`src/design/rod_heat_diffusion_step_defines.svh`:
```
// assertion helpers for the rod heat diffusion block
`ifndef ROD_HEAT_DIFFUSION_STEP_DEFINES_SVH
`define ROD_HEAT_DIFFUSION_STEP_DEFINES_SVH

`ifndef SYNTHESIS
`define RHD_ASSERT(lbl, clk, rstn, prop, msg) \
  lbl: assert property (@(posedge clk) disable iff (!rstn) prop) else $error(msg);
`define RHD_ASSERT_NEVER(lbl, clk, rstn, cond, msg) \
  `RHD_ASSERT(lbl, clk, rstn, !(cond), msg)
`else
`define RHD_ASSERT(lbl, clk, rstn, prop, msg)
`define RHD_ASSERT_NEVER(lbl, clk, rstn, cond, msg)
`endif

`endif

```
`src/design/rhd_pkg.sv`:
```
package rhd_pkg;

  localparam int MaxSegments = 128;
  localparam int IdxW        = $clog2(MaxSegments);
  localparam int CntW        = $clog2(MaxSegments + 1);
  localparam int TempW       = 32;
  localparam int TotW        = 39;
  localparam int RegW        = 32;
  localparam int NumRegs     = 6;
  localparam int PAddrW      = $clog2(NumRegs * 4);

  typedef logic signed [TempW-1:0] temp_t;
  typedef logic signed [TempW:0]   wide_t;
  typedef logic        [31:0]      gain_t;
  typedef logic signed [TotW-1:0]  tot_t;

  // input action codes
  localparam logic ActFill = 1'b0;
  localparam logic ActStep = 1'b1;

  typedef enum logic [PAddrW-3:0] {
    RegAmbient  = 3'd0,
    RegMax      = 3'd1,
    RegCond     = 3'd2,
    RegLoss     = 3'd3,
    RegEndLoss  = 3'd4,
    RegSegments = 3'd5
  } reg_idx_e;

  localparam temp_t      AmbientReset  = 32'sd1310720;
  localparam temp_t      MaxReset      = 32'sd19660800;
  localparam gain_t      CondReset     = 32'd134217728;
  localparam gain_t      LossReset     = 32'd18454;
  localparam gain_t      EndLossReset  = 32'd0;
  localparam logic [7:0] SegmentsReset = 8'd100;

  typedef struct packed {
    temp_t      ambient_temp;
    temp_t      max_temp;
    gain_t      conduction_gain;
    gain_t      loss_gain;
    gain_t      end_loss_gain;
    logic [7:0] segments_used;
  } cfg_t;

  typedef struct packed {
    logic            re;
    logic [IdxW-1:0] raddr;
    logic            we;
    logic [IdxW-1:0] waddr;
    temp_t           wdata;
    logic            clr;
    temp_t           clr_val;
  } mem_req_t;

  function automatic wide_t ext33(temp_t t);
    return {t[TempW-1], t};
  endfunction

  function automatic wide_t add33(temp_t a, temp_t b);
    return ext33(a) + ext33(b);
  endfunction

  function automatic wide_t sub33(temp_t a, temp_t b);
    return ext33(a) - ext33(b);
  endfunction

  function automatic temp_t sat32(wide_t v);
    temp_t r;
    if (v[TempW] != v[TempW-1]) begin
      r = v[TempW] ? 32'sh8000_0000 : 32'sh7fff_ffff;
    end else begin
      r = v[TempW-1:0];
    end
    return r;
  endfunction

  // below ambient first, then above max
  function automatic temp_t clamp_temp(wide_t v, temp_t lo, temp_t hi);
    temp_t r;
    if (v < ext33(lo)) begin
      r = lo;
    end else if (v > ext33(hi)) begin
      r = hi;
    end else begin
      r = v[TempW-1:0];
    end
    return r;
  endfunction

  function automatic logic [IdxW-1:0] last_index(logic [7:0] su);
    int unsigned cnt;
    cnt = 32'(su);
    if (cnt == 0) cnt = 1;
    if (cnt > MaxSegments) cnt = MaxSegments;
    return IdxW'(cnt - 1);
  endfunction

endpackage

```
`src/design/rhd_mulq.sv`:
```
module rhd_mulq (
  input  logic           clk_i,
  input  rhd_pkg::wide_t a_i,
  input  rhd_pkg::gain_t g_i,
  output rhd_pkg::temp_t res_o
);
  import rhd_pkg::*;

  logic [TempW:0]       mag_d, mag_q;
  logic                 neg_q, neg2_q;
  gain_t                g_q;
  logic [2*TempW:0]     prod_q;
  logic [TempW+8:0]     p;
  logic                 big;

  // magnitude of q16.16 operand, sign kept aside
  assign mag_d = a_i[TempW] ? (TempW+1)'(-a_i) : a_i;

  always_ff @(posedge clk_i) begin
    mag_q  <= mag_d;
    neg_q  <= a_i[TempW];
    g_q    <= g_i;
    prod_q <= (2*TempW+1)'(mag_q) * (2*TempW+1)'(g_q);
    neg2_q <= neg_q;
  end

  // drop 24 fraction bits, truncate toward zero, saturate
  assign p   = prod_q[2*TempW:24];
  assign big = |p[TempW+8:TempW-1];

  always_comb begin
    if (neg2_q) begin
      res_o = big ? 32'sh8000_0000 : -p[TempW-1:0];
    end else begin
      res_o = big ? 32'sh7fff_ffff : p[TempW-1:0];
    end
  end

endmodule

```
`config.mk`:
```
export PLATFORM = sky130hd
export DESIGN_NAME = rhd_mulq
export DESIGN_NICKNAME = d
export VERILOG_FILES = /design/src/design/rod_heat_diffusion_step_defines.svh /design/src/design/rhd_pkg.sv /design/src/design/rhd_mulq.sv
export SDC_FILE = /design/constraint.sdc
export NUM_CORES = 2
export LEC_CHECK = 0
export BUFFER_PORTS_ARGS = -buffer_cell sky130_fd_sc_hd__buf_4
export CAP_MARGIN = 25
export CELL_PAD_IN_SITES_DETAIL_PLACEMENT = 0
export CELL_PAD_IN_SITES_GLOBAL_PLACEMENT = 1
export CORE_MARGIN = 2
export CORE_UTILIZATION = 52
export DETAILED_ROUTE_END_ITERATION = 7
export GPL_TIMING_DRIVEN = 1
export PLACE_DENSITY = 0.95
export SLEW_MARGIN = 20
export SYNTH_ARGS = -nofsm -noshare
export SYNTH_HDL_FRONTEND = slang
export SYNTH_SLANG_ARGS = --single-unit
```
`constraint.sdc`:
```
create_clock -name clk_i -period 21.1 [get_ports clk_i]
set_clock_uncertainty 0.1 [all_clocks]
set_input_delay 2.11 -clock clk_i [delete_from_list [all_inputs] [get_ports clk_i]]
set_output_delay 2.11 -clock clk_i [all_outputs]
set_load 0.05 [all_outputs]
```
==> results.yml <==
final_layout:
  drive_gt1_frac: 0.0509
  ff_latch_area_mm2: 0.00217
  antennaDiodeCount: 0
  syn_to_final_growth_pct: 5.03
  nFillCells: 6300
  multiInputGateArea_mm2: 0.0306
  layout.cells.non_filler: 4971
  nets: 5281
clock_tree:
  cts_tree: "done"
  cts_buffers: 9
  post_cts_resized: 0
  clk_latency_ps: 420
  clock-root-buffer: "clkbuf_16"
  clock_sinks: 108
  cts_max_path_buffers: 2
  path_clk_slew_ps: 100
  hold_buffers: 0
  htree_num_levels: 3
  cts_setup_buffers: 0
route:
  wl_met1_um: 34900
  top_layer_used: "met4"
  met3WireLength_um: 4740
  viasPerCell: 5.45
  antenna_left: 0
  drt_wl_total_um: 92800
  first_pass_iters: 6
  routedWlPerCell_um: 18.7
  drt_iter0_drc: 1631
  met2WireLength_um: 48700
  vias: 27100
  drc: 0
synth:
  synth_commonest_cells: "inv_1, fa_1, nand2_1"
  synth_most_common_cell: "inv_1"
  synth_top_area_share: 0.499
  ys_ff_latch: 108
  synth_area_per_cell_um2: 9.10
  yosys.area.top_type: "fa_1"
  ys.flop_type: "dfxtp_1"
  async_flop_share: 0
  synth.distinct_cells: 65
  netlist_area_mm2: 0.0371
  syn_nets: 5330
  yosysSeqAreaShare: 0.0583
  synth_area_leaders: "fa_1, inv_1, ha_1"
  ys.warnings.count: 0
  netlist_instances: 4076
  synth_edf_count: 0
hold_path:
  hold_path.class: "register to register"
  hold_end: "neg2_q$_DFF_P_"
  hold_path_depth: 0
  hp-start: "neg_q$_DFF_P_"
floorplan:
  initial_utilization: 0.527
  pin_count: 98
  rows: 97
  coreArea_mm2: 0.0704
  die_area_mm2: 0.0735
  die_h_um: 271
  chipWidth_um: 271
sta:
  fin_crit_sh: 0.400
  relSlewSlack: 0.553
  rsz0062_at_grt: "no"
  tns_ps: 0
  tightest_slew_ps: 665
  slew_violations: 0
  report.final.setup_viol: 0
  holdWs_ps: 231
  finalCriticalPeriod_ps: 8440
  finalHoldViolCount: 0
  fmax_mhz: 118
  setup_slack_ps: 12660
worst_setup_path:
  start_kind: "register"
  rrSetupSlack_ps: 12660
  rr_endpoint: "prod_q[63]$_DFF_P_"
  path_cells: "buf_4, nand2_1, fa_1, fa_1, fa_1, fa_1, inv_1, fa_1, fa_1, fa_1, inv_1, fa_1, inv_1, ha_1, a21oi_1, o221ai_1, a31oi_1, o211ai_1, a31oi_1, o211ai_1, a311oi_1, o21ai_0, xor2_1"
  arrival_ps: 8640
  cp_top_family: "adder cells"
  slowest_delay_ps: 650
  path_max_fanout: 24
  crit_path_end_kind: "register"
  slowest_stage: "dfxtp_1"
  worstRegToRegCells: 23
  worst-path-buf-inv: 4
  crit_type: "register to register"
  cp.required_ps: 21300
  cp_common_cell: "fa_1"
  r2r-start: "mag_q[27]$_DFF_P_"
place:
  dp_hpwl_um: 73900
  dp_cells: 4956
  place_congestion: 0.927
  numPortBuffers: 97
  dpl_worst_slack_ps: 12460
global_routing:
  overflow: 0
  grt_antenna_before_repair: 1
  gr-usage-all-layers: 0.266
  grt_pass1_vias: 29600
  grt_max_degree: 47
  grt_pass1_wl_um: 154000
job:
  maxCapViolCount: 0
outcome:
  status: "complete, no violations"
-- cells in the final DEF (no fill, tap or decap), types with 5 or more instances in the layout --
master | Yosys | final
a21oi_1 | 65 | 65
clkbuf_16 | 0 | 9
o31ai_1 | 12 | 12
o21ai_0 | 47 | 47
nand2b_1 | 5 | 5
nand3_1 | 17 | 17
or4_1 | 7 | 7
o211ai_1 | 6 | 6
nor3_1 | 12 | 12
dfxtp_1 | 108 | 105
a31oi_1 | 18 | 18
xor2_1 | 30 | 30
inv_1 | 937 | 937
a21o_1 | 30 | 30
o21bai_1 | 11 | 11
and3_1 | 16 | 16
o22ai_1 | 9 | 9
buf_4 | 0 | 162
o21a_1 | 5 | 5
nor3b_1 | 5 | 5
ha_1 | 263 | 263
nor4_1 | 5 | 5
fa_1 | 925 | 925
nand4_1 | 18 | 18
xnor2_1 | 60 | 60
and2_1 | 492 | 492
or4_4 | 6 | 6
nor2_1 | 56 | 56
or3_1 | 12 | 12
nand2_1 | 620 | 620
-- registers in the layout, indices dropped and copies added, names as in the netlist --
name,count
mag_q,33
neg_q,1
g_q,32
neg2_q,1
prod_q,41
-- per-layer routing --
layer  GRT usage  up-vias
met1       0.325    14200
li1            -    11800
met2       0.477      909
met5           0        -
met4       0.112        0
met3      0.0306      244
-- through the flow --
step	utilization	instance area, um2
finish	0.554	39000
detailed placement	0.549	38700
global route	0.554	39000
global placement	0.549	38700
floorplan	-	37100
CTS	0.554	39000
-- logic make-up after synthesis --
kind of cell	count (synthesis)	share of synthesized area
compound gates	242	0.0422
xor+xnor	90	0.0212
fa+ha+maj	1188	0.588
flops	108	0.0583
buf+inv	1159	0.117
simple gates	1287	0.173
mux	2	0.000539
-- how the worst max path moves through the flow --
stage,from,to,slack (ps),depth (start not counted)
floorplan,g_q[7]$_DFF_P_,prod_q[60]$_DFF_P_,13720,24
global placement,g_q[7]$_DFF_P_,prod_q[60]$_DFF_P_,12730,25
detailed placement,g_q[12]$_DFF_P_,prod_q[60]$_DFF_P_,12460,21
CTS,g_q[12]$_DFF_P_,prod_q[60]$_DFF_P_,12400,21
global route,mag_q[17]$_DFF_P_,prod_q[60]$_DFF_P_,12300,21
finish,mag_q[27]$_DFF_P_,prod_q[63]$_DFF_P_,12660,23
-- cell type report --
class                      count  share of cell area
timing repair buffer         162              0.0312
clock buffer                   9             0.00578
multi-input combinational   2809               0.785
sequential                   108              0.0556
clock inverter                 6             0.00215
inverter                     937              0.0902
tap                          940              0.0302
Power is not shown: default switching activity piles up to over one toggle a cycle in this logic, so the estimate is an artifact.
