===== src/design/rod_heat_diffusion_step_defines.svh =====
// assertion helpers for the rod heat diffusion block
`ifndef ROD_HEAT_DIFFUSION_STEP_DEFINES_SVH
`define ROD_HEAT_DIFFUSION_STEP_DEFINES_SVH

`ifndef SYNTHESIS
`define RHD_ASSERT(lbl, clk, rstn, prop, msg) \
  lbl: assert property (@(posedge clk) disable iff (!rstn) prop) else $error(msg);
`define RHD_ASSERT_NEVER(lbl, clk, rstn, cond, msg) \
  `RHD_ASSERT(lbl, clk, rstn, !(cond), msg)
`else
`define RHD_ASSERT(lbl, clk, rstn, prop, msg)
`define RHD_ASSERT_NEVER(lbl, clk, rstn, cond, msg)
`endif

`endif


===== src/design/rhd_pkg.sv =====
package rhd_pkg;

  localparam int MaxSegments = 128;
  localparam int IdxW        = $clog2(MaxSegments);
  localparam int CntW        = $clog2(MaxSegments + 1);
  localparam int TempW       = 32;
  localparam int TotW        = 39;
  localparam int RegW        = 32;
  localparam int NumRegs     = 6;
  localparam int PAddrW      = $clog2(NumRegs * 4);

  typedef logic signed [TempW-1:0] temp_t;
  typedef logic signed [TempW:0]   wide_t;
  typedef logic        [31:0]      gain_t;
  typedef logic signed [TotW-1:0]  tot_t;

  // input action codes
  localparam logic ActFill = 1'b0;
  localparam logic ActStep = 1'b1;

  typedef enum logic [PAddrW-3:0] {
    RegAmbient  = 3'd0,
    RegMax      = 3'd1,
    RegCond     = 3'd2,
    RegLoss     = 3'd3,
    RegEndLoss  = 3'd4,
    RegSegments = 3'd5
  } reg_idx_e;

  localparam temp_t      AmbientReset  = 32'sd1310720;
  localparam temp_t      MaxReset      = 32'sd19660800;
  localparam gain_t      CondReset     = 32'd134217728;
  localparam gain_t      LossReset     = 32'd18454;
  localparam gain_t      EndLossReset  = 32'd0;
  localparam logic [7:0] SegmentsReset = 8'd100;

  typedef struct packed {
    temp_t      ambient_temp;
    temp_t      max_temp;
    gain_t      conduction_gain;
    gain_t      loss_gain;
    gain_t      end_loss_gain;
    logic [7:0] segments_used;
  } cfg_t;

  typedef struct packed {
    logic            re;
    logic [IdxW-1:0] raddr;
    logic            we;
    logic [IdxW-1:0] waddr;
    temp_t           wdata;
    logic            clr;
    temp_t           clr_val;
  } mem_req_t;

  function automatic wide_t ext33(temp_t t);
    return {t[TempW-1], t};
  endfunction

  function automatic wide_t add33(temp_t a, temp_t b);
    return ext33(a) + ext33(b);
  endfunction

  function automatic wide_t sub33(temp_t a, temp_t b);
    return ext33(a) - ext33(b);
  endfunction

  function automatic temp_t sat32(wide_t v);
    temp_t r;
    if (v[TempW] != v[TempW-1]) begin
      r = v[TempW] ? 32'sh8000_0000 : 32'sh7fff_ffff;
    end else begin
      r = v[TempW-1:0];
    end
    return r;
  endfunction

  // below ambient first, then above max
  function automatic temp_t clamp_temp(wide_t v, temp_t lo, temp_t hi);
    temp_t r;
    if (v < ext33(lo)) begin
      r = lo;
    end else if (v > ext33(hi)) begin
      r = hi;
    end else begin
      r = v[TempW-1:0];
    end
    return r;
  endfunction

  function automatic logic [IdxW-1:0] last_index(logic [7:0] su);
    int unsigned cnt;
    cnt = 32'(su);
    if (cnt == 0) cnt = 1;
    if (cnt > MaxSegments) cnt = MaxSegments;
    return IdxW'(cnt - 1);
  endfunction

endpackage


===== src/design/rhd_seg_mem.sv =====
module rhd_seg_mem (
  input  logic              clk_i,
  input  logic              rst_ni,
  input  rhd_pkg::mem_req_t req_i,
  output rhd_pkg::temp_t    rdata_o
);
  import rhd_pkg::*;

  temp_t                  mem [MaxSegments];
  logic [MaxSegments-1:0] valid_q;
  temp_t                  fill_q;
  temp_t                  rd_q;
  logic                   rd_valid_q;

  // entries not written since the last fill read as the fill value
  assign rdata_o = rd_valid_q ? rd_q : fill_q;

  always_ff @(posedge clk_i) begin
    if (req_i.we) begin
      mem[req_i.waddr] <= req_i.wdata;
    end
    if (req_i.re) begin
      rd_q <= mem[req_i.raddr];
    end
  end

  always_ff @(posedge clk_i or negedge rst_ni) begin
    if (!rst_ni) begin
      valid_q    <= '0;
      fill_q     <= AmbientReset;
      rd_valid_q <= 1'b0;
    end else begin
      if (req_i.clr) begin
        valid_q <= '0;
        fill_q  <= req_i.clr_val;
      end else if (req_i.we) begin
        valid_q[req_i.waddr] <= 1'b1;
      end
      if (req_i.re) begin
        rd_valid_q <= valid_q[req_i.raddr];
      end
    end
  end

endmodule


===== config.mk =====
export PLATFORM = sky130hd
export DESIGN_NAME = rhd_seg_mem
export DESIGN_NICKNAME = d
export VERILOG_FILES = /design/src/design/rod_heat_diffusion_step_defines.svh /design/src/design/rhd_pkg.sv /design/src/design/rhd_seg_mem.sv
export SDC_FILE = /design/constraint.sdc
export NUM_CORES = 2
export LEC_CHECK = 0
export BUFFER_PORTS_ARGS = -buffer_cell sky130_fd_sc_hd__buf_4
export CAP_MARGIN = 20
export CORE_MARGIN = 1.5
export CORE_UTILIZATION = 40
export DETAILED_ROUTE_END_ITERATION = 8
export PLACE_DENSITY = 0.66
export RECOVER_POWER = 50
export SLEW_MARGIN = 15
export SYNTH_ARGS = -nofsm -noshare
export SYNTH_HDL_FRONTEND = slang
export SYNTH_SLANG_ARGS = --single-unit
export TNS_END_PERCENT = 30

===== constraint.sdc =====
create_clock -name clk_i -period 3.5 [get_ports clk_i]
set_input_delay 0.525 -clock clk_i [delete_from_list [all_inputs] [get_ports clk_i]]
set_output_delay 0.525 -clock clk_i [all_outputs]
set_load 0.01 [all_outputs]

==> results.py <==
metrics = {
    "outcome": {
        "status": "complete, but fails checks",
        "violations": "capacitance limit, slew limit",
    },
    "sta": {
        "relSlewSlack_pct": -144,
        "finalCritPeriodShare_pct": 95.7,
        "fmax_ghz": 0.298,
        "rsz0062_at_grt": "false",
        "slew_violations": 2744,
        "hold_viol": 0,
        "final-setup-viol-count": 0,
        "setup_ws_ns": 0.149,
        "fin_crit_ns": 3.35,
        "worst_pin_slew_ns": 3.67,
        "finClkSkew_ns": 0.0683,
    },
    "critical_path": {
        "cp_top_family": "buffers and inverters",
        "cp_max_fo": 12,
        "critPathLaunchType": "input port",
        "worstPathArrival_ns": 4.23,
        "cp_slowest_cell": "clkbuf_1",
        "crit_top_cell": "clkbuf_1",
        "max_stage_delay_ns": 1.28,
        "end_kind": "register",
        "path_cells": "dlygate4sd3_1 -> clkbuf_1 -> clkbuf_1 -> o311ai_0 -> o311ai_1",
        "required_ns": 4.38,
        "cp_num_buf_inv": 3,
        "crit_type": "input port to register",
    },
    "final_layout": {
        "fin_util_pct": 46.8,
        "layout.nets": 7883,
        "synthToLayoutAreaGrowth_pct": 16.3,
        "final_common_cell": "edfxtp_1",
        "final_cell_mix": "edfxtp_1, mux4_2, clkbuf_16",
        "fin_area_um2": 191000,
        "drive_above_1_share_pct": 32.3,
    },
    "hold_path": {
        "holdCritPathClass": "input port to register",
    },
    "global_route": {
        "grt-ovfl-total": 0,
        "grt_pass1_vias": 81300,
        "antenna_found_initial": 44,
        "grt_pass1_wl_um": 625000,
        "grt_max_degree": 129,
        "track_usage_pct": 21.3,
    },
    "logic_synthesis": {
        "synth_top_area_share_pct": 75.6,
        "synth.distinct_cells": 47,
        "synthesis.instances": 7098,
        "synth_ff_type": "edfxtp_1",
        "yosys-top-cells-area": "edfxtp_1, mux4_2, dfrtp_1",
        "yosys_warnings": 0,
        "seq_area_frac_synth_pct": 78.1,
        "synth-edff-count": 4128,
        "synth_area_leader_cell": "edfxtp_1",
        "synth_nets": 7181,
        "syn_area_um2": 164000,
        "postSynthAreaPerCell_um2": 23.1,
        "yosys_register_bits": 4289,
        "ys_async_sr_fraction_pct": 3.75,
    },
    "clock_network": {
        "cts_num_sinks": 4289,
        "post_cts_resized": 0,
        "cts_setup_buffers": 0,
        "cts_root_buf": "clkbuf_16",
        "cts_tree": "built",
        "clk_pin_slew_worst_paths_ns": 0.06,
        "htree_levels": 5,
        "insertion_delay_ns": 1.00,
        "cts.path.max_buffers": 4,
        "cts_made_buffers": 414,
    },
    "placed_design": {
        "gp_congestion": 0.820,
        "place_area_um2": 177000,
        "dp_slack_ns": -0.643,
        "port_buffers": 114,
        "post-dp-hpwl_um": 253000,
    },
    "drt": {
        "vias": 80100,
        "drtPass1Iterations": 5,
        "drt_wl_total_um": 446000,
        "vias_per_cell": 5.87,
        "drt_iter0_drc": 10500,
        "wl_per_cell_um": 32.7,
        "route.detailed.drc": 0,
        "drtAntennaViolNets": 0,
    },
    "power_and_ir_drop": {
        "vdd_drop_max_mv": 0.485,
        "leakagePower_nw": 59.7,
        "power_mw": 107,
        "power_density_nw_per_um2": 560,
    },
    "die": {
        "die_w_um": 643,
        "io_pins": 115,
        "die_h_um": 643,
        "fp-row-count": 234,
        "dieArea_um2": 414000,
        "core-area_um2": 407000,
        "start_util_pct": 40.3,
    },
    "flow_run": {
        "maxCapViolCount": 52,
    },
}
cell usage after synthesis, types with 3 or more instances:
cell         n
mux2i_1     26
o22ai_1     33
buf_4       37
nor2b_1      9
nor2_1     389
o211ai_1    64
nor4_1       3
clkinv_1    44
buf_1       52
a221oi_1    20
and2_1       3
edfxtp_1  4128
a221oi_2    13
buf_2       70
a31oi_1     64
nand2b_1     4
dfrtp_1    159
nand4_1      3
a21oi_1      4
nand3_1    108
or2_2        7
nand3b_1     3
mux4_2    1238
buf_6       32
o21ba_2      3
inv_1       23
a22oi_1      4
mux2_2      64
nand2_1    273
clkbuf_1   197
routing by layer:
metal | up-vias | wire length [um] | global-route usage [%]
met5 | - | 56 | 0
met2 | 4693 | 215000 | 34.5
met1 | 43200 | 165000 | 28.5
met3 | 706 | 45700 | 4.00
li1 | 31500 | - | -
met4 | 10 | 20400 | 8.79
metrics by stage:
step / cells / hold slack, ns / setup TNS [ns]
after CTS: 13600 / 0.0139 / 0
after detailed placement: 12800 / 0.478 / -6.47
final: 13700 / 0.151 / 0
after global routing: 13600 / 0.173 / 0
after floorplan: 7098 / 0.229 / -28.19
after global placement: 12800 / 0.471 / -8.68
worst paths after layout:
kind                             startpoint          end  slack (ns)  depth (start not counted)
min in group asynchronous            rst_ni  valid_q[75]        1.03                          2
worst max-delay path              req_i[80]   rd_valid_q        0.15                          5
worst max register to register  mem[78][27]     rd_q[27]        0.39                          8
max in group asynchronous            rst_ni   rd_valid_q        0.55                          2
worst min register to register  valid_q[42]  valid_q[42]        0.49                          2
worst min-delay path              req_i[78]   rd_valid_q        0.15                          4
kinds of logic (layout without fill, tap and decap cells):
| kind of cell | after synthesis | after routing | share of synthesized area (%) |
|---|---|---|---|
| DFF | 4289 | 4289 | 78.1 |
| AOI/OAI and AO/OA | 219 | 219 | 1.01 |
| other | 0 | 79 | 0 |
| muxes | 1328 | 1328 | 17.6 |
| buffers and inverters | 456 | 1507 | 1.33 |
| and+or+nand+nor | 806 | 806 | 1.99 |
registers in the layout, summed over array words and instances, names as in the netlist:
signal / count
mem: 4096
valid_q: 128
fill_q: 32
rd_q: 32
rd_valid_q: 1
cell type report:
cell class | instances | area [um^2]
clock buffer | 524 | 11000
clock inverter | 241 | 2400
sequential | 4289 | 128000
fill | 32300 | 217000
inverter | 68 | 263
timing repair buffer | 674 | 7200
tap | 5428 | 6790
antenna | 79 | 198
multi-input combinational | 2353 | 34800
power by group:
part           internal, mW  total [mW]  switching [mW]
registers              56.6        56.8           0.215
logic                  2.27        5.67            3.40
clock network          24.9        44.2            19.4
total                  83.7         107            23.0
worst min-delay path, cell delays in order:
cell and delay [ns]:
buf_4 0.18, nand3_1 0.20, o31ai_1 0.11, o311ai_1 0.08
what timing repair did:
action | 4_1_cts | 5_1_grt
endpoints found under the setup margin | 0 | 0
hold buffers | 41 | 1
endpoints found under the hold margin | 243 | 2
Note: power is estimated with default switching activity, not from simulation.
