<file path="src/design/rod_heat_diffusion_step_defines.svh">
// assertion helpers for the rod heat diffusion block
`ifndef ROD_HEAT_DIFFUSION_STEP_DEFINES_SVH
`define ROD_HEAT_DIFFUSION_STEP_DEFINES_SVH

`ifndef SYNTHESIS
`define RHD_ASSERT(lbl, clk, rstn, prop, msg) \
  lbl: assert property (@(posedge clk) disable iff (!rstn) prop) else $error(msg);
`define RHD_ASSERT_NEVER(lbl, clk, rstn, cond, msg) \
  `RHD_ASSERT(lbl, clk, rstn, !(cond), msg)
`else
`define RHD_ASSERT(lbl, clk, rstn, prop, msg)
`define RHD_ASSERT_NEVER(lbl, clk, rstn, cond, msg)
`endif

`endif

</file>
<file path="src/design/rhd_pkg.sv">
package rhd_pkg;

  localparam int MaxSegments = 128;
  localparam int IdxW        = $clog2(MaxSegments);
  localparam int CntW        = $clog2(MaxSegments + 1);
  localparam int TempW       = 32;
  localparam int TotW        = 39;
  localparam int RegW        = 32;
  localparam int NumRegs     = 6;
  localparam int PAddrW      = $clog2(NumRegs * 4);

  typedef logic signed [TempW-1:0] temp_t;
  typedef logic signed [TempW:0]   wide_t;
  typedef logic        [31:0]      gain_t;
  typedef logic signed [TotW-1:0]  tot_t;

  // input action codes
  localparam logic ActFill = 1'b0;
  localparam logic ActStep = 1'b1;

  typedef enum logic [PAddrW-3:0] {
    RegAmbient  = 3'd0,
    RegMax      = 3'd1,
    RegCond     = 3'd2,
    RegLoss     = 3'd3,
    RegEndLoss  = 3'd4,
    RegSegments = 3'd5
  } reg_idx_e;

  localparam temp_t      AmbientReset  = 32'sd1310720;
  localparam temp_t      MaxReset      = 32'sd19660800;
  localparam gain_t      CondReset     = 32'd134217728;
  localparam gain_t      LossReset     = 32'd18454;
  localparam gain_t      EndLossReset  = 32'd0;
  localparam logic [7:0] SegmentsReset = 8'd100;

  typedef struct packed {
    temp_t      ambient_temp;
    temp_t      max_temp;
    gain_t      conduction_gain;
    gain_t      loss_gain;
    gain_t      end_loss_gain;
    logic [7:0] segments_used;
  } cfg_t;

  typedef struct packed {
    logic            re;
    logic [IdxW-1:0] raddr;
    logic            we;
    logic [IdxW-1:0] waddr;
    temp_t           wdata;
    logic            clr;
    temp_t           clr_val;
  } mem_req_t;

  function automatic wide_t ext33(temp_t t);
    return {t[TempW-1], t};
  endfunction

  function automatic wide_t add33(temp_t a, temp_t b);
    return ext33(a) + ext33(b);
  endfunction

  function automatic wide_t sub33(temp_t a, temp_t b);
    return ext33(a) - ext33(b);
  endfunction

  function automatic temp_t sat32(wide_t v);
    temp_t r;
    if (v[TempW] != v[TempW-1]) begin
      r = v[TempW] ? 32'sh8000_0000 : 32'sh7fff_ffff;
    end else begin
      r = v[TempW-1:0];
    end
    return r;
  endfunction

  // below ambient first, then above max
  function automatic temp_t clamp_temp(wide_t v, temp_t lo, temp_t hi);
    temp_t r;
    if (v < ext33(lo)) begin
      r = lo;
    end else if (v > ext33(hi)) begin
      r = hi;
    end else begin
      r = v[TempW-1:0];
    end
    return r;
  endfunction

  function automatic logic [IdxW-1:0] last_index(logic [7:0] su);
    int unsigned cnt;
    cnt = 32'(su);
    if (cnt == 0) cnt = 1;
    if (cnt > MaxSegments) cnt = MaxSegments;
    return IdxW'(cnt - 1);
  endfunction

endpackage

</file>
<file path="src/design/rhd_cfg_regs.sv">
module rhd_cfg_regs (
  input  logic                       clk_i,
  input  logic                       rst_ni,
  input  logic                       psel,
  input  logic                       penable,
  input  logic                       pwrite,
  input  logic [rhd_pkg::PAddrW-1:0] paddr,
  input  logic [rhd_pkg::RegW-1:0]   pwdata,
  output logic [rhd_pkg::RegW-1:0]   prdata,
  output logic                       pready,
  output rhd_pkg::cfg_t              cfg_o
);
  import rhd_pkg::*;

  cfg_t     cfg_q, cfg_d;
  reg_idx_e idx;
  logic     wr_en;

  assign idx    = reg_idx_e'(paddr[PAddrW-1:2]);
  assign wr_en  = psel & penable & pwrite;
  assign pready = 1'b1;
  assign cfg_o  = cfg_q;

  always_comb begin
    cfg_d = cfg_q;
    if (wr_en) begin
      case (idx)
        RegAmbient:  cfg_d.ambient_temp    = pwdata;
        RegMax:      cfg_d.max_temp        = pwdata;
        RegCond:     cfg_d.conduction_gain = pwdata;
        RegLoss:     cfg_d.loss_gain       = pwdata;
        RegEndLoss:  cfg_d.end_loss_gain   = pwdata;
        RegSegments: cfg_d.segments_used   = pwdata[7:0];
        default: ;
      endcase
    end
  end

  always_comb begin
    case (idx)
      RegAmbient:  prdata = cfg_q.ambient_temp;
      RegMax:      prdata = cfg_q.max_temp;
      RegCond:     prdata = cfg_q.conduction_gain;
      RegLoss:     prdata = cfg_q.loss_gain;
      RegEndLoss:  prdata = cfg_q.end_loss_gain;
      RegSegments: prdata = {{(RegW-8){1'b0}}, cfg_q.segments_used};
      default:     prdata = '0;
    endcase
  end

  always_ff @(posedge clk_i or negedge rst_ni) begin
    if (!rst_ni) begin
      cfg_q.ambient_temp    <= AmbientReset;
      cfg_q.max_temp        <= MaxReset;
      cfg_q.conduction_gain <= CondReset;
      cfg_q.loss_gain       <= LossReset;
      cfg_q.end_loss_gain   <= EndLossReset;
      cfg_q.segments_used   <= SegmentsReset;
    end else begin
      cfg_q <= cfg_d;
    end
  end

endmodule

</file>
<file path="config.mk">
export PLATFORM = sky130hd
export DESIGN_NAME = rhd_cfg_regs
export DESIGN_NICKNAME = d
export VERILOG_FILES = /design/src/design/rod_heat_diffusion_step_defines.svh /design/src/design/rhd_pkg.sv /design/src/design/rhd_cfg_regs.sv
export SDC_FILE = /design/constraint.sdc
export NUM_CORES = 1
export LEC_CHECK = 0
export ABC_AREA = 1
export BUFFER_PORTS_ARGS = -buffer_cell sky130_fd_sc_hd__buf_4
export CAP_MARGIN = 10
export CORE_MARGIN = 2
export CORE_UTILIZATION = 55
export CTS_CLUSTER_SIZE = 30
export DETAILED_ROUTE_END_ITERATION = 8
export GPL_ROUTABILITY_DRIVEN = 0
export PLACE_DENSITY = 0.89
export SLEW_MARGIN = 30
export SYNTH_ARGS = -nofsm -noshare
export SYNTH_HDL_FRONTEND = slang
export SYNTH_SLANG_ARGS = --single-unit
</file>
<file path="constraint.sdc">
create_clock -name clk_i -period 3.1 [get_ports clk_i]
set_input_delay 0.31 -clock clk_i [delete_from_list [all_inputs] [get_ports clk_i]]
set_output_delay 0.31 -clock clk_i [all_outputs]
set_load 0.05 [all_outputs]
</file>
==> results.yml <==
status:
  status: "finished clean"
logic_synthesis:
  synth_edf_count: 0
  ys_ff_latch: 168
  synth_ff_type: "dfrtp_1"
  seq_area_frac_synth_pct: 52.08
  synthCells: 1049
  synth-xor-area-share_pct: 0
  synth-adder-area-share_pct: 0
  synth_compound_area_share_pct: 11.91
  synthArstFlopShare_pct: 100.0
  yosysWarnings: 0
  netlist.area_leader.share_pct: 47.22
  avgSynthCellArea_um2: 7.729
  synth_most_common_cell: "nand2_1"
  synth-simple-area-share_pct: 26.40
  syn_area_um2: 8108
  synth_cell_type_count: 25
  synth_top_family_by_area: "simple AND/OR/NAND/NOR gates"
  synth_area_leaders: "dfrtp_1, nand2_1, o21ai_0"
  synth_common_cells: "nand2_1, dfrtp_1, o21ai_0"
  muxShareOfSynthArea_pct: 0
  mappedNetlistNets: 1091
  yosysTopAreaCell: "dfrtp_1"
floorplanning:
  start_util_pct: 56.00
  std_cell_rows: 44
  core_um2: 14480
  die_w_um: 125.4
  io_pins: 243
  die-area_um2: 15730
  die_h_um: 125.4
sta:
  fmax_mhz: 391.5
  min_period_over_period_pct: 82.40
  fin_tns_setup_ps: 0
  rsz0062_at_grt: "false"
  min_period_ps: 2554
  worst_pin_slew_ps: 718.6
  hold_violations: 0
  drv_slew: 0
  setup_viol_count_final: 0
  finalClockSkew_ps: 0
  slew_headroom_pct: 52.05
global_route:
  grt-busiest-layer: "met2"
  use_met2_pct: 56.94
  grt_use_met1_pct: 42.65
  grt_util_met3_pct: 9.328
  grt_max_degree: 77
  grt_pass1_wl_mm: 42.06
  antenna_found_initial: 0
  grt_pass1_vias: 7995
  track_usage_pct: 34.27
  grt-ovfl-total: 0
clocking:
  clockBufferDepth: 2
  post_cts.repair.setup_buffers: 0
  clk_latency_ps: 440
  cts.clk_slew.worst_paths_ps: 60
  cts_hold_buffers: 1
  cts-htree-levels: 4
  cts_tree: "yes"
  cts_root_buffer: "clkbuf_16"
  numCtsBuffers: 17
  cts_sinks: 168
  post_cts_resized: 0
final_layout:
  final_util_pct: 73.44
  drive_above_1_share_pct: 25.06
  diodes: 0
  fin_area_um2: 10630
  syn2layout_area_growth_pct: 31.14
  nets: 1298
  largest_reg_flops: 168
power_and_ir_drop:
  vdd_drop_max_uv: 442.4
  power_density_nw_per_um2: 831.5
  totalPowerFinal_mw: 8.841
  power.leakage_nw: 5.742
run:
  maxCapViolCount: 0
critical_path:
  setup.worst_path.class: "input pin to output port"
  arrival_ps: 2240
  worstSetupEndpointType: "output port"
  start_kind: "input pin"
  crit_required_ps: 2790
  cp_max_fo: 24
drt:
  drtIter0Drc: 737
  first_pass_iters: 8
  drc: 0
  via_count: 8326
  drt-total-wl_mm: 26.65
  ant_nets: 0
  post_drt_wl_per_cell_um: 18.34
  viasPerCell: 5.730
placement:
  dpl_cell_area_um2: 9965
  io_buffers: 239
  dpl.hpwl_mm: 17.12
hold_path:
  hold_class: "input pin to register"
==> layout by cell type, fill, tap and decap left out, types with 3 or more instances in the layout <==
cell type / synthesis / layout
nand2_1: 308 / 308
dfstp_2: 15 / 15
clkbuf_8: 0 / 4
bufinv_16: 0 / 5
nand4_1: 48 / 48
buf_4: 5 / 253
nand3_1: 50 / 50
clkbuf_16: 0 / 17
clkinv_2: 2 / 6
o21ai_1: 32 / 32
nand3_2: 4 / 4
inv_1: 111 / 111
nor2_4: 1 / 3
dfrtp_1: 153 / 153
o21ai_0: 152 / 152
a21oi_1: 9 / 9
nor2_1: 84 / 84
==> final cells by class <==
class | count | area, um^2
sequential | 168 | 4223
fill | 1062 | 3846
multi-input combinational | 696 | 3120
timing repair buffer | 257 | 1961
clock buffer | 23 | 488.0
inverter | 116 | 440.4
tap | 184 | 230.2
clock inverter | 9 | 170.2
==> through the flow <==
| stage | worst slack [ps] | instances | hold slack, ps |
|---|---|---|---|
| finish | 545.6 | 1453 | 105.7 |
| global route | 454.4 | 1453 | 110.5 |
| CTS | 586.7 | 1453 | 99.87 |
| detailed placement | 435.5 | 1420 | 333.0 |
| global placement | 520.7 | 1420 | 333.4 |
| floorplan | 1346 | 1049 | 14.41 |
==> power breakdown <==
part	internal (mW)	total, mW	switching, mW
clock network	1.51	2.38	0.869
logic	0.903	3.44	2.54
registers	2.66	3.02	0.365
total	5.07	8.84	3.77
==> routing by layer <==
layer  wire [um]  part of all wire, %
met3        2564                  9.6
met4         746                  2.8
met2       13200                   50
met5           0                    0
met1       10140                   38
==> cell families after synthesis <==
kind of cell,Yosys count
DFF,168
other,1
AOI/OAI and AO/OA,193
and+or+nand+nor,502
buffers and inverters,185
==> final timing paths <==
kind	depth (start not counted)	start	slack [ps]	to
min in group asynchronous	2	rst_ni	430	cfg_o[49]$_DFFE_PN0P_
worst max register to register	2	cfg_o[51]$_DFFE_PN1P_	2290	cfg_o[51]$_DFFE_PN1P_
worst min register to register	2	cfg_o[5]$_DFFE_PN1P_	490	cfg_o[5]$_DFFE_PN1P_
worst min-delay path	3	pwdata[26]	110	cfg_o[162]$_DFFE_PN0P_
worst max-delay path	7	paddr[4]	550	prdata[12]
max in group asynchronous	3	rst_ni	1780	cfg_o[5]$_DFFE_PN1P_
==> critical path, cell delays in order <==
cell      delay (ps)
buf_4            190
clkinv_2         310
nand3_2          480
inv_2            460
a21oi_1          140
nand2_1          120
buf_4            200
(Power assumes the default switching activity.)
